**src/hdl/kvt_pkg.sv**
```systemverilog
// ----------------------------------------------------------------------------
// kvt_pkg: shared types and codes for the key/value table
// Request kinds, status codes, back-end states and the front/back queue word.
// ----------------------------------------------------------------------------
`default_nettype none
package kvt_pkg;

  localparam logic [2:0] FUNC_ADD    = 3'd0;
  localparam logic [2:0] FUNC_GET    = 3'd1;
  localparam logic [2:0] FUNC_EDIT   = 3'd2;
  localparam logic [2:0] FUNC_DELETE = 3'd3;
  localparam logic [2:0] FUNC_FIND   = 3'd4;
  localparam logic [2:0] FUNC_ENUM   = 3'd5;

  localparam logic [2:0] ST_OK        = 3'd0;
  localparam logic [2:0] ST_NOT_FOUND = 3'd1;
  localparam logic [2:0] ST_DUPLICATE = 3'd2;
  localparam logic [2:0] ST_FULL      = 3'd3;
  localparam logic [2:0] ST_NO_ROOM   = 3'd4;

  localparam int QUEUE_DEPTH = 2;

  typedef enum logic [3:0] {
    S_IDLE,
    S_WALK_RD,
    S_WALK_CMP,
    S_FREE_RD,
    S_FREE_CMP,
    S_ADD_WR,
    S_DEL_RD,
    S_DEL_WR,
    S_ENUM_RD,
    S_ENUM_OUT,
    S_RESULT
  } back_state_t;

  // request word handed from the front end to the back end
  typedef struct packed {
    logic [2:0]  func;
    logic [31:0] key;
    logic [31:0] value;
    logic [6:0]  room;
  } req_t;

  // result word from the back end
  typedef struct packed {
    logic [2:0]  status;
    logic        found;
    logic [31:0] key;
    logic [31:0] value;
    logic [6:0]  total;
    logic        last;
  } res_t;

endpackage
`default_nettype wire

```
**src/hdl/kvt_front.sv**
```systemverilog
// ----------------------------------------------------------------------------
// kvt_front: request intake
// Accepts request beats and queues them for the back end.
// ----------------------------------------------------------------------------
`default_nettype none
module kvt_front (
  input  wire                 clk,
  input  wire                 rst,
  input  wire                 in_valid,
  output logic                in_ready,
  input  wire kvt_pkg::req_t  in_req,
  output logic                q_valid,
  input  wire                 q_ready,
  output kvt_pkg::req_t       q_req
);

  kvt_pkg::req_t queue [kvt_pkg::QUEUE_DEPTH];
  logic          wr_ptr;
  logic          rd_ptr;
  logic [1:0]    fill;
  logic          push;
  logic          pop;

  assign in_ready = (fill != 2'(kvt_pkg::QUEUE_DEPTH));
  assign q_valid  = (fill != 2'd0);
  assign q_req    = queue[rd_ptr];
  assign push     = in_valid && in_ready;
  assign pop      = q_valid && q_ready;

  // hold payloads
  always_ff @(posedge clk) begin
    if (push) begin
      queue[wr_ptr] <= in_req;
    end
  end

  // advance pointers
  always_ff @(posedge clk) begin
    if (rst) begin
      wr_ptr <= 1'b0;
      rd_ptr <= 1'b0;
      fill   <= 2'd0;
    end else begin
      if (push) wr_ptr <= ~wr_ptr;
      if (pop)  rd_ptr <= ~rd_ptr;
      fill <= fill + {1'b0, push} - {1'b0, pop};
    end
  end

endmodule
`default_nettype wire

```
**config.mk**
```make
export PLATFORM = sky130hd
export DESIGN_NAME = kvt_front
export DESIGN_NICKNAME = d
export VERILOG_FILES = /design/src/hdl/kvt_pkg.sv /design/src/hdl/kvt_front.sv
export SDC_FILE = /design/constraint.sdc
export NUM_CORES = 1
export LEC_CHECK = 0
export ABC_AREA = 1
export BUFFER_PORTS_ARGS = -buffer_cell sky130_fd_sc_hd__buf_2
export CORE_UTILIZATION = 56
export CTS_CLUSTER_DIAMETER = 60
export CTS_CLUSTER_SIZE = 30
export DETAILED_ROUTE_END_ITERATION = 6
export GPL_ROUTABILITY_DRIVEN = 0
export GPL_TIMING_DRIVEN = 0
export PLACE_DENSITY = 0.95
export SLEW_MARGIN = 20
export SYNTH_ARGS = -nofsm -noshare
export SYNTH_HDL_FRONTEND = slang
export SYNTH_SLANG_ARGS = --single-unit
```
**constraint.sdc**
```tcl
create_clock -name clk -period 9 [get_ports clk]
set_input_delay 1.8 -clock clk [delete_from_list [all_inputs] [get_ports clk]]
set_output_delay 1.8 -clock clk [all_outputs]
set_load 0.1 [all_outputs]
```
## After elaboration in Yosys (flattened, before gate mapping)

Memory sizes are Yosys's and may differ from the RTL's. A register that Yosys moved wholly into a read port is not among the register bits.
Cells that the tools add are included.

| operators by class | value |
|---|---|
| eq/ne operators | 1 |
| bitwise gates (word level) | 2 |
| add/subtract/negate cells | 2 |
| mux-type cells | 4 |
| reduce and logical (&&, ||, !) cells | 3 |

Operator list:

| kind | count |
|---|---|
| 1-bit 2-to-1 mux | 4 |
| 2-bit by 1-bit adder with 2-bit output | 1 |
| 1-bit logical AND | 2 |
| 2-bit != test (second input constant) | 1 |
| 1-bit inverter | 2 |
| 2-bit nonzero test | 1 |
| 2-bit by 1-bit subtractor with 2-bit output | 1 |

| storage, ports and cells | value |
|---|---|
| word-level logic and storage cells | 16 |
| memories | 1 |
| bits in registers | 4 |
| memory bits (writable) | 148 |
| output and inout port bits | 76 |

Memory list:

| memory | words | bits a word | read ports | clocked after memory_dff | write ports | line | RTL |
|---|---|---|---|---|---|---|---|
| queue | 2 | 74 | 1 | 1 | 1 | kvt_front.sv:17 | `kvt_pkg::req_t queue [kvt_pkg::QUEUE_DEPTH];` |

## Depth between registers and ports, before layout

Gate-level depths: netlist of the first run.

| logic depth | value |
|---|---|
| word-level depth | 4 |
| mapped depth | 11 |
| gate-level depth less buffers | 11 |

## Worst setup path before layout of the first run

Ideal clock, no wire load.

| timing | value |
|---|---|
| path kind | input to register |
| start | input in_valid |
| end | memory queue[0][0] (netlist name), enable pin |
| library setup time | 0.507 ns |
| data arrival time | 5.006 ns |
| path slack | 3.487 ns |
| stages | 2 |
| cells stage by stage | nand2_1 > nor2_1 |

| between the ends | value |
|---|---|
| word-level cells in the longest chain between the ends | 3 |

Ends and longest elaborated chain:

| item | line | RTL |
|---|---|---|
| from (decl) | kvt_front.sv:9 | `input wire in_valid,` |
| 1-bit logical AND | kvt_front.sv:27 | `assign push = in_valid && in_ready;` |
| 1-bit 2-to-1 mux | kvt_front.sv:32 | `if (push) begin` |
| 1-bit 2-to-1 mux (implied by the code) | kvt_front.sv:33 | `queue[wr_ptr] <= in_req;` |
| to (decl) | kvt_front.sv:17 |  |

No other way between the ends.

==> results of run 1 <==
-- metal layers --
| layer | share of wire, % | up-vias | global-route usage [%] | wire, um |
|---|---|---|---|---|
| li1 | - | 1387 | - | - |
| met1 | 39 | 1422 | 20.77 | 3729 |
| met2 | 53 | 106 | 32.81 | 5049 |
| met3 | 5.8 | 14 | 5.326 | 549 |
| met4 | 1.6 | 0 | 9.490 | 151 |
| met5 | 0 | - | 0 | 0 |
-- cell families after synthesis --
family          Yosys count  share of synthesized area, %
flops                   153                         77.94
mux                      74                         18.15
simple gates             20                         1.352
buf+inv                  16                         1.953
compound gates            2                        0.1717
fa+ha+maj                 2                        0.4291
-- state kept, by name (all words and copies together) (netlist names), named ones only --
signal,flops
rd_ptr,1
queue,148
fill,2
wr_ptr,1
-- stage by stage --
stage,area [um2],setup slack [ns],utilization [%]
detailed placement,6840,5.717,68.72
floorplan,5831,3.487,-
global route,7422,5.291,74.56
finish,7422,5.350,74.56
global placement,6763,2.024,67.94
CTS,7422,5.318,74.56
-- path summary, 6_finish.rpt --
kind / slack [ns] / cells past startpoint / end / startpoint
min reg2reg: 0.53 / 2 / register / rd_ptr
min: 0.53 / 2 / register / rd_ptr
max reg2reg: 7.11 / 5 / queue[0][6] / fill[0]
max: 5.35 / 4 / q_req[36] / register
-- area by class of cell --
type,instances,area share [%]
inverters,8,0.4383
clock inverters,9,1.686
multi-input cells,98,15.90
clock buffers,23,6.153
well taps,133,2.242
repair buffers,156,11.23
flip-flops and latches,153,61.23
plain buffers,8,1.129
-- cell usage after synthesis (all sizes together) --
cell type	count
buf	8
nand3	3
mux2	74
ha	2
a21oi	2
inv	8
dfxtp	5
nand2	8
edfxtp	148
nor2	9
-- worst reg2reg max path: stages (launching register included) --
cell and delay (ns):
dfxtp_1 0.37, inv_1 0.07, nand2_1 0.11, nand2_1 0.12
nor2_4 0.63, buf_12 0.29
==> metrics, run 1 <==
run status finished clean; Routed Antenna Nets 0; clk buf depth 2; mapped cell area 0.005831 mm2; slowest stage cell, crit path dfxtp_1; critical path arrival 1.85 ns; I/O pins 154; CP required 7.20 ns; DR WL/cell 16.12 um; Buf/Inv on CP 3; CP Launch Type register; clock slew at reported path FFs 0.06 ns; multi-input logic area 0.001180 mm2; Layout Nets 522; final setup violation count 0; Yosys reg bits 153; Layout Cells excl Fill 588; drt pass-1 iters 4; top-area cell type share of the netlist area 76.22%; H-Tree Depth 4; CP max FO 10; post-cts sizing count 0; core area 0.009955 mm2; worst path cell trace buf_6 -> buf_6 -> mux2_4 -> buf_2; Setup CP Type reg2out; Setup crit end kind primary output; most common cell after layout, fill and taps aside buf_2; CTS root buf clkbuf_8; CTS tree yes; fill cell instance count of the final layout 581; num rows 36; Placed Cells incl. Taps 556; Clock Skew 0.005972 ns; Yosys warnings 0; largest cells by area after synthesis edfxtp_1, mux2_4, mux2_2; Clock Latency Late Sink 0.51 ns; most frequent cells in the layout buf_2, edfxtp_1, mux2_4; Vias/cell 4.981; Synth area leader edfxtp_1; DRT iter0 DRCs 132; CP most frequent cell buf_6; Initial Util 58.57%; Reg area 0.004544 mm2; diode count 0; synthesized instance count 267; share of cells above drive strength 1 58.68%; pin slew with the least headroom to its limit 0.7956 ns; Hold WS 0.5259 ns; global-route wire length before repair 15.06 mm; Layout area overhead 27.30%; Crit path largest cell delay 0.33 ns; Slew Limit Fails 0; largest net degree at the start of global routing 45; Synth cell types 12; GR Overflow Total 0; slew margin rel. 46.83%; Tcrit/Tclk final 40.55%; Num CTS Buffers 17; DR DRC count 0; Hold Fails Final Rpt 0; Hold Path Class reg2reg; die area 0.01082 mm2; CP delay by family, top buffers and inverters; vias in the first global route 3152; Die Span Y 104.0 um; f_max 0.2740 GHz; final wirelength 9.480 mm; postcts setup bufs 0; CTS Sinks 153; Avg Cell Area, Syn 21.84 um2; # hold bufs at CTS 0; minimum clock period 3.650 ns; IO Port Bufs 153; unrepaired setup endpoints after global routing false; vias 2929; Syn Nets 347; Sum Neg Setup Slack 0 ns; initial antenna violation count 0; Die W 104.0 um; maxcap violations 0; HPWL after detailed placement 6.544 mm; Seq/Total Area, Yosys 77.94%; GRT Util Overall 18.71%
Power of run 1 is left out: the tool's default activity adds up to more than one toggle a clock period on the data nets, which glitch-free logic cannot reach.
==> inputs of run 2 (changes only) <==
- CORE_UTILIZATION: 56 -> 47
- PLACE_DENSITY: 0.95 -> 0.86
- clock period: 9 -> 3.1 ns (I/O delays scaled with it)
==> metrics, run 2 (synthesized netlist as in run 1, its figures left out) <==
run status finished clean; pin slew with the least headroom to its limit 0.5667 ns; fill cell instance count of the final layout 848; Layout Cells excl Fill 624; Placed Cells incl. Taps 593; Die Span Y 113.4 um; Clock Latency Late Sink 0.41 ns; post-cts sizing count 0; Tcrit/Tclk final 76.19%; Setup crit end kind primary output; num rows 40; Setup CP Type reg2out; CTS Sinks 153; maxcap violations 0; Clock Skew 0.004268 ns; Slew Limit Fails 0; Sum Neg Setup Slack 0 ns; minimum clock period 2.362 ns; drt pass-1 iters 4; Hold Path Class in2reg; CP Launch Type register; vias 2972; share of cells above drive strength 1 59.65%; Layout area overhead 29.42%; reg-to-reg endpoint queue[1][58]; Routed Antenna Nets 0; vias in the first global route 3136; diode count 0; Hold EP fill[0]; clk buf depth 2; final instance area 0.007546 mm2; Largest Register queue; Layout Nets 524; placed inst area 0.006940 mm2; DR WL/cell 15.77 um; final setup violation count 0; die area 0.01286 mm2; final wirelength 9.838 mm; Vias/cell 4.763; I/O pins 154; GRT Util Overall 16.06%; hold path cells 2; core area 0.01206 mm2; Initial Util 48.34%; # hold bufs at CTS 0; most frequent cells in the layout buf_2, edfxtp_1, mux2_4; unrepaired setup endpoints after global routing false; most common cell after layout, fill and taps aside buf_2; R2R setup slack 1.28 ns; Die W 113.4 um; CTS root buf clkbuf_16; Num CTS Buffers 17; H-Tree Depth 4; Hold Fails Final Rpt 0; CP max FO 10; hold_sp rst; initial antenna violation count 0; dpl ws 1.017 ns; HPWL after detailed placement 6.957 mm; global-route wire length before repair 14.82 mm; GR Overflow Total 0; Largest register FFs 148; DR DRC count 0; critical path arrival 1.74 ns; IO Port Bufs 153; CP required 2.48 ns; slew margin rel. 62.14%; clock slew at reported path FFs 0.06 ns; f_max 0.4234 GHz; postcts setup bufs 0; largest net degree at the start of global routing 34; DRT iter0 DRCs 161; final setup margin 0.7381 ns; CTS tree yes; Largest regs queue x148, fill x2; R2R cell count 4; R2R Path Start fill[1]
run 2: worst max path at each step:
stage,slack [ns],cells past startpoint,to,from
after global routing,0.64,4,q_req[23],register
after global placement,0.16,3,queue[1][20],in_valid
after floorplan,0.21,4,queue[0][0],fill[0]
after CTS,0.69,4,q_req[21],register
after detailed placement,1.02,4,queue[1][15],in_valid
final,0.74,4,q_req[44],register
run 2: layer usage:
layer / wire [um] / global-route usage, % / vias to the layer above
met5: 0 / 0 / -
met2: 5149 / 28.59 / 118
li1: - / - / 1394
met4: 208 / 8.421 / 0
met1: 3912 / 17.01 / 1441
met3: 568 / 5.207 / 19
run 2: layout make-up:
class	count	area (um2)	share of cell area, %
flip-flops and latches	153	4544	60.22
multi-input cells	98	1180	15.64
repair buffers	158	888.4	11.77
clock buffers	17	425.4	5.638
well taps	168	210.2	2.786
clock inverters	14	180.2	2.388
plain buffers	8	83.83	1.111
inverters	8	33.78	0.4477
run 2: worst max-delay path, stage by stage, from the launching register on:
cell and delay, ns:
dfxtp_1 0.33, buf_6 0.19, buf_6 0.20, mux2_4 0.31
buf_2 0.30
run 2: stage by stage:
| step | util (%) | hold WS (ns) |
|---|---|---|
| floorplan | - | 0.4675 |
| global placement | 56.52 | 0.4836 |
| detailed placement | 57.54 | 0.5322 |
| CTS | 62.56 | 0.3575 |
| global route | 62.56 | 0.3760 |
| finish | 62.56 | 0.3804 |
Power of run 2 is left out for the same reason.
==> inputs of run 3 (changes only) <==
- clock period: 3.1 -> 1.9 ns (I/O delays scaled with it)
==> metrics, run 3 (synthesized netlist as in run 1, its figures left out) <==
f_max 0.5036 GHz; run status finished, violations left; global-route wire length before repair 16.31 mm; clock slew at reported path FFs 0.06 ns; peak supply drop 0.001069 V; pin slew with the least headroom to its limit 0.6709 ns; Leak 3.389 nW; Vias/cell 4.866; failing checks setup timing; initial antenna violation count 1; share of cells above drive strength 1 60.48%; vias 3051; slowest stage cell, crit path dfxtp_4; vias in the first global route 3220; R2R setup slack 0.16 ns; placed inst area 0.006959 mm2; Clock Skew 0.008347 ns; I/O pins 154; critical path arrival 1.61 ns; core area 0.01206 mm2; Largest register FFs 148; fill cell instance count of the final layout 696; final wirelength 11.98 mm; worst path cell trace buf_12 -> buf_12 -> mux2_4 -> buf_12; drt pass-1 iters 4; Die Span Y 113.4 um; postcts setup bufs 0; most frequent cells in the layout edfxtp_1, buf_2, buf_12; slew margin rel. 55.22%; clk buf depth 2; IO Port Bufs 153; Routed Antenna Nets 0; Hold EP fill[0]; CTS Sinks 153; final setup violation count 60; unrepaired setup endpoints after global routing true; num rows 40; Clock Latency Late Sink 0.42 ns; Switching Power 6.359 mW; Largest Register queue; Slew Limit Fails 0; final instance area 0.008657 mm2; CP Launch Type register; part of the power in combinational logic 50.1%; Layout Nets 527; CP required 1.52 ns; Setup CP Type reg2out; GR Overflow Total 0; HPWL after detailed placement 6.876 mm; Power Density 1786 mW/mm2; Crit path largest cell delay 0.38 ns; CTS root buf clkbuf_16; Hold Fails Final Rpt 0; hold path cells 2; P_int 9.103 mW; largest net degree at the start of global routing 35; CP most frequent cell buf_12; Hold WS 0.1471 ns; maxcap violations 0; Clock Power Share 21.1%; Hold Path Class in2reg; minimum clock period 1.986 ns; die area 0.01286 mm2; CP max FO 10; Switching Share 41.13%; DR DRC count 0; Largest regs queue x148, fill x2; DR WL/cell 19.11 um; dpl ws -0.1160 ns; final core occ 71.77%; Num CTS Buffers 17; Layout area overhead 48.48%; DRT iter0 DRCs 172; Tcrit/Tclk final 104.5%; Reg power frac 28.8%; hold_sp rst; R2R Path Start fill[0]; Initial Util 48.34%; Setup crit end kind primary output; # hold bufs at CTS 0; H-Tree Depth 4; GRT Util Overall 17.52%; Die W 113.4 um; final setup margin -0.08557 ns; CTS tree yes; R2R cell count 6; most common cell after layout, fill and taps aside edfxtp_1; reg-to-reg endpoint queue[0][15]
-- run 3: power groups by stage --
stage	clock, mW	combinational (mW)	sequential, mW
final	3.27	7.74	4.45
after global routing	3.44	7.95	4.48
after CTS	3.31	6.84	4.44
after detailed placement	0	5.96	4.49
after global placement	0	5.77	4.48
after floorplan	0	5.12	4.46
-- run 3: worst max-delay path by stage --
stage,depth (start not counted),start,to
floorplan,4,fill[0],queue[0][0]
global placement,3,in_valid,queue[1][56]
detailed placement,5,in_valid,queue[0][58]
CTS,4,register,q_req[22]
global route,4,register,q_req[26]
finish,4,register,q_req[26]
-- run 3: what timing repair did --
item,4_1_cts,5_1_grt
cloned,1,2
setup endpoints to repair,92,69
pin swaps,1,0
resized for setup,174,115
-- run 3: cell type report --
cell class | count | area [um2] | share of cell area, %
Inverter | 8 | 33.78 | 0.3902
Tap cell | 168 | 210.2 | 2.428
Antenna cell | 1 | 2.502 | 0.02891
Timing Repair Buffer | 160 | 1923 | 22.21
Buffer | 8 | 151.4 | 1.749
Multi-Input combinational cell | 99 | 1219 | 14.08
Clock inverter | 9 | 126.4 | 1.460
Clock buffer | 21 | 440.4 | 5.087
Sequential cell | 153 | 4551 | 52.57
-- run 3: per-stage QoR --
step | cells | power [mW] | TNS, ns
after detailed placement | 593 | 10.45 | -2.068
after CTS | 624 | 14.59 | -6.196
after floorplan | 267 | 9.576 | -38.88
final | 627 | 15.46 | -3.938
after global routing | 626 | 15.88 | -6.759
after global placement | 588 | 10.26 | -104.62
-- run 3: routing by layer --
metal / global-route usage (%) / wire length (um) / vias up / part of all wire (%)
met2: 31.25 / 6486 / 112 / 54
met3: 5.473 / 616 / 24 / 5.1
met4: 8.684 / 315 / 0 / 2.6
li1: - / - / 1403 / -
met1: 18.84 / 4563 / 1512 / 38
met5: 0 / 0 / - / 0
-- run 3: critical path, delay by kind of cell (launching register included) --
kind	cells	cell delay [ns]
muxes	1	0.33
DFF	1	0.38
buffers and inverters	3	0.47
No activity file was read; power rests on OpenSTA's default activity.
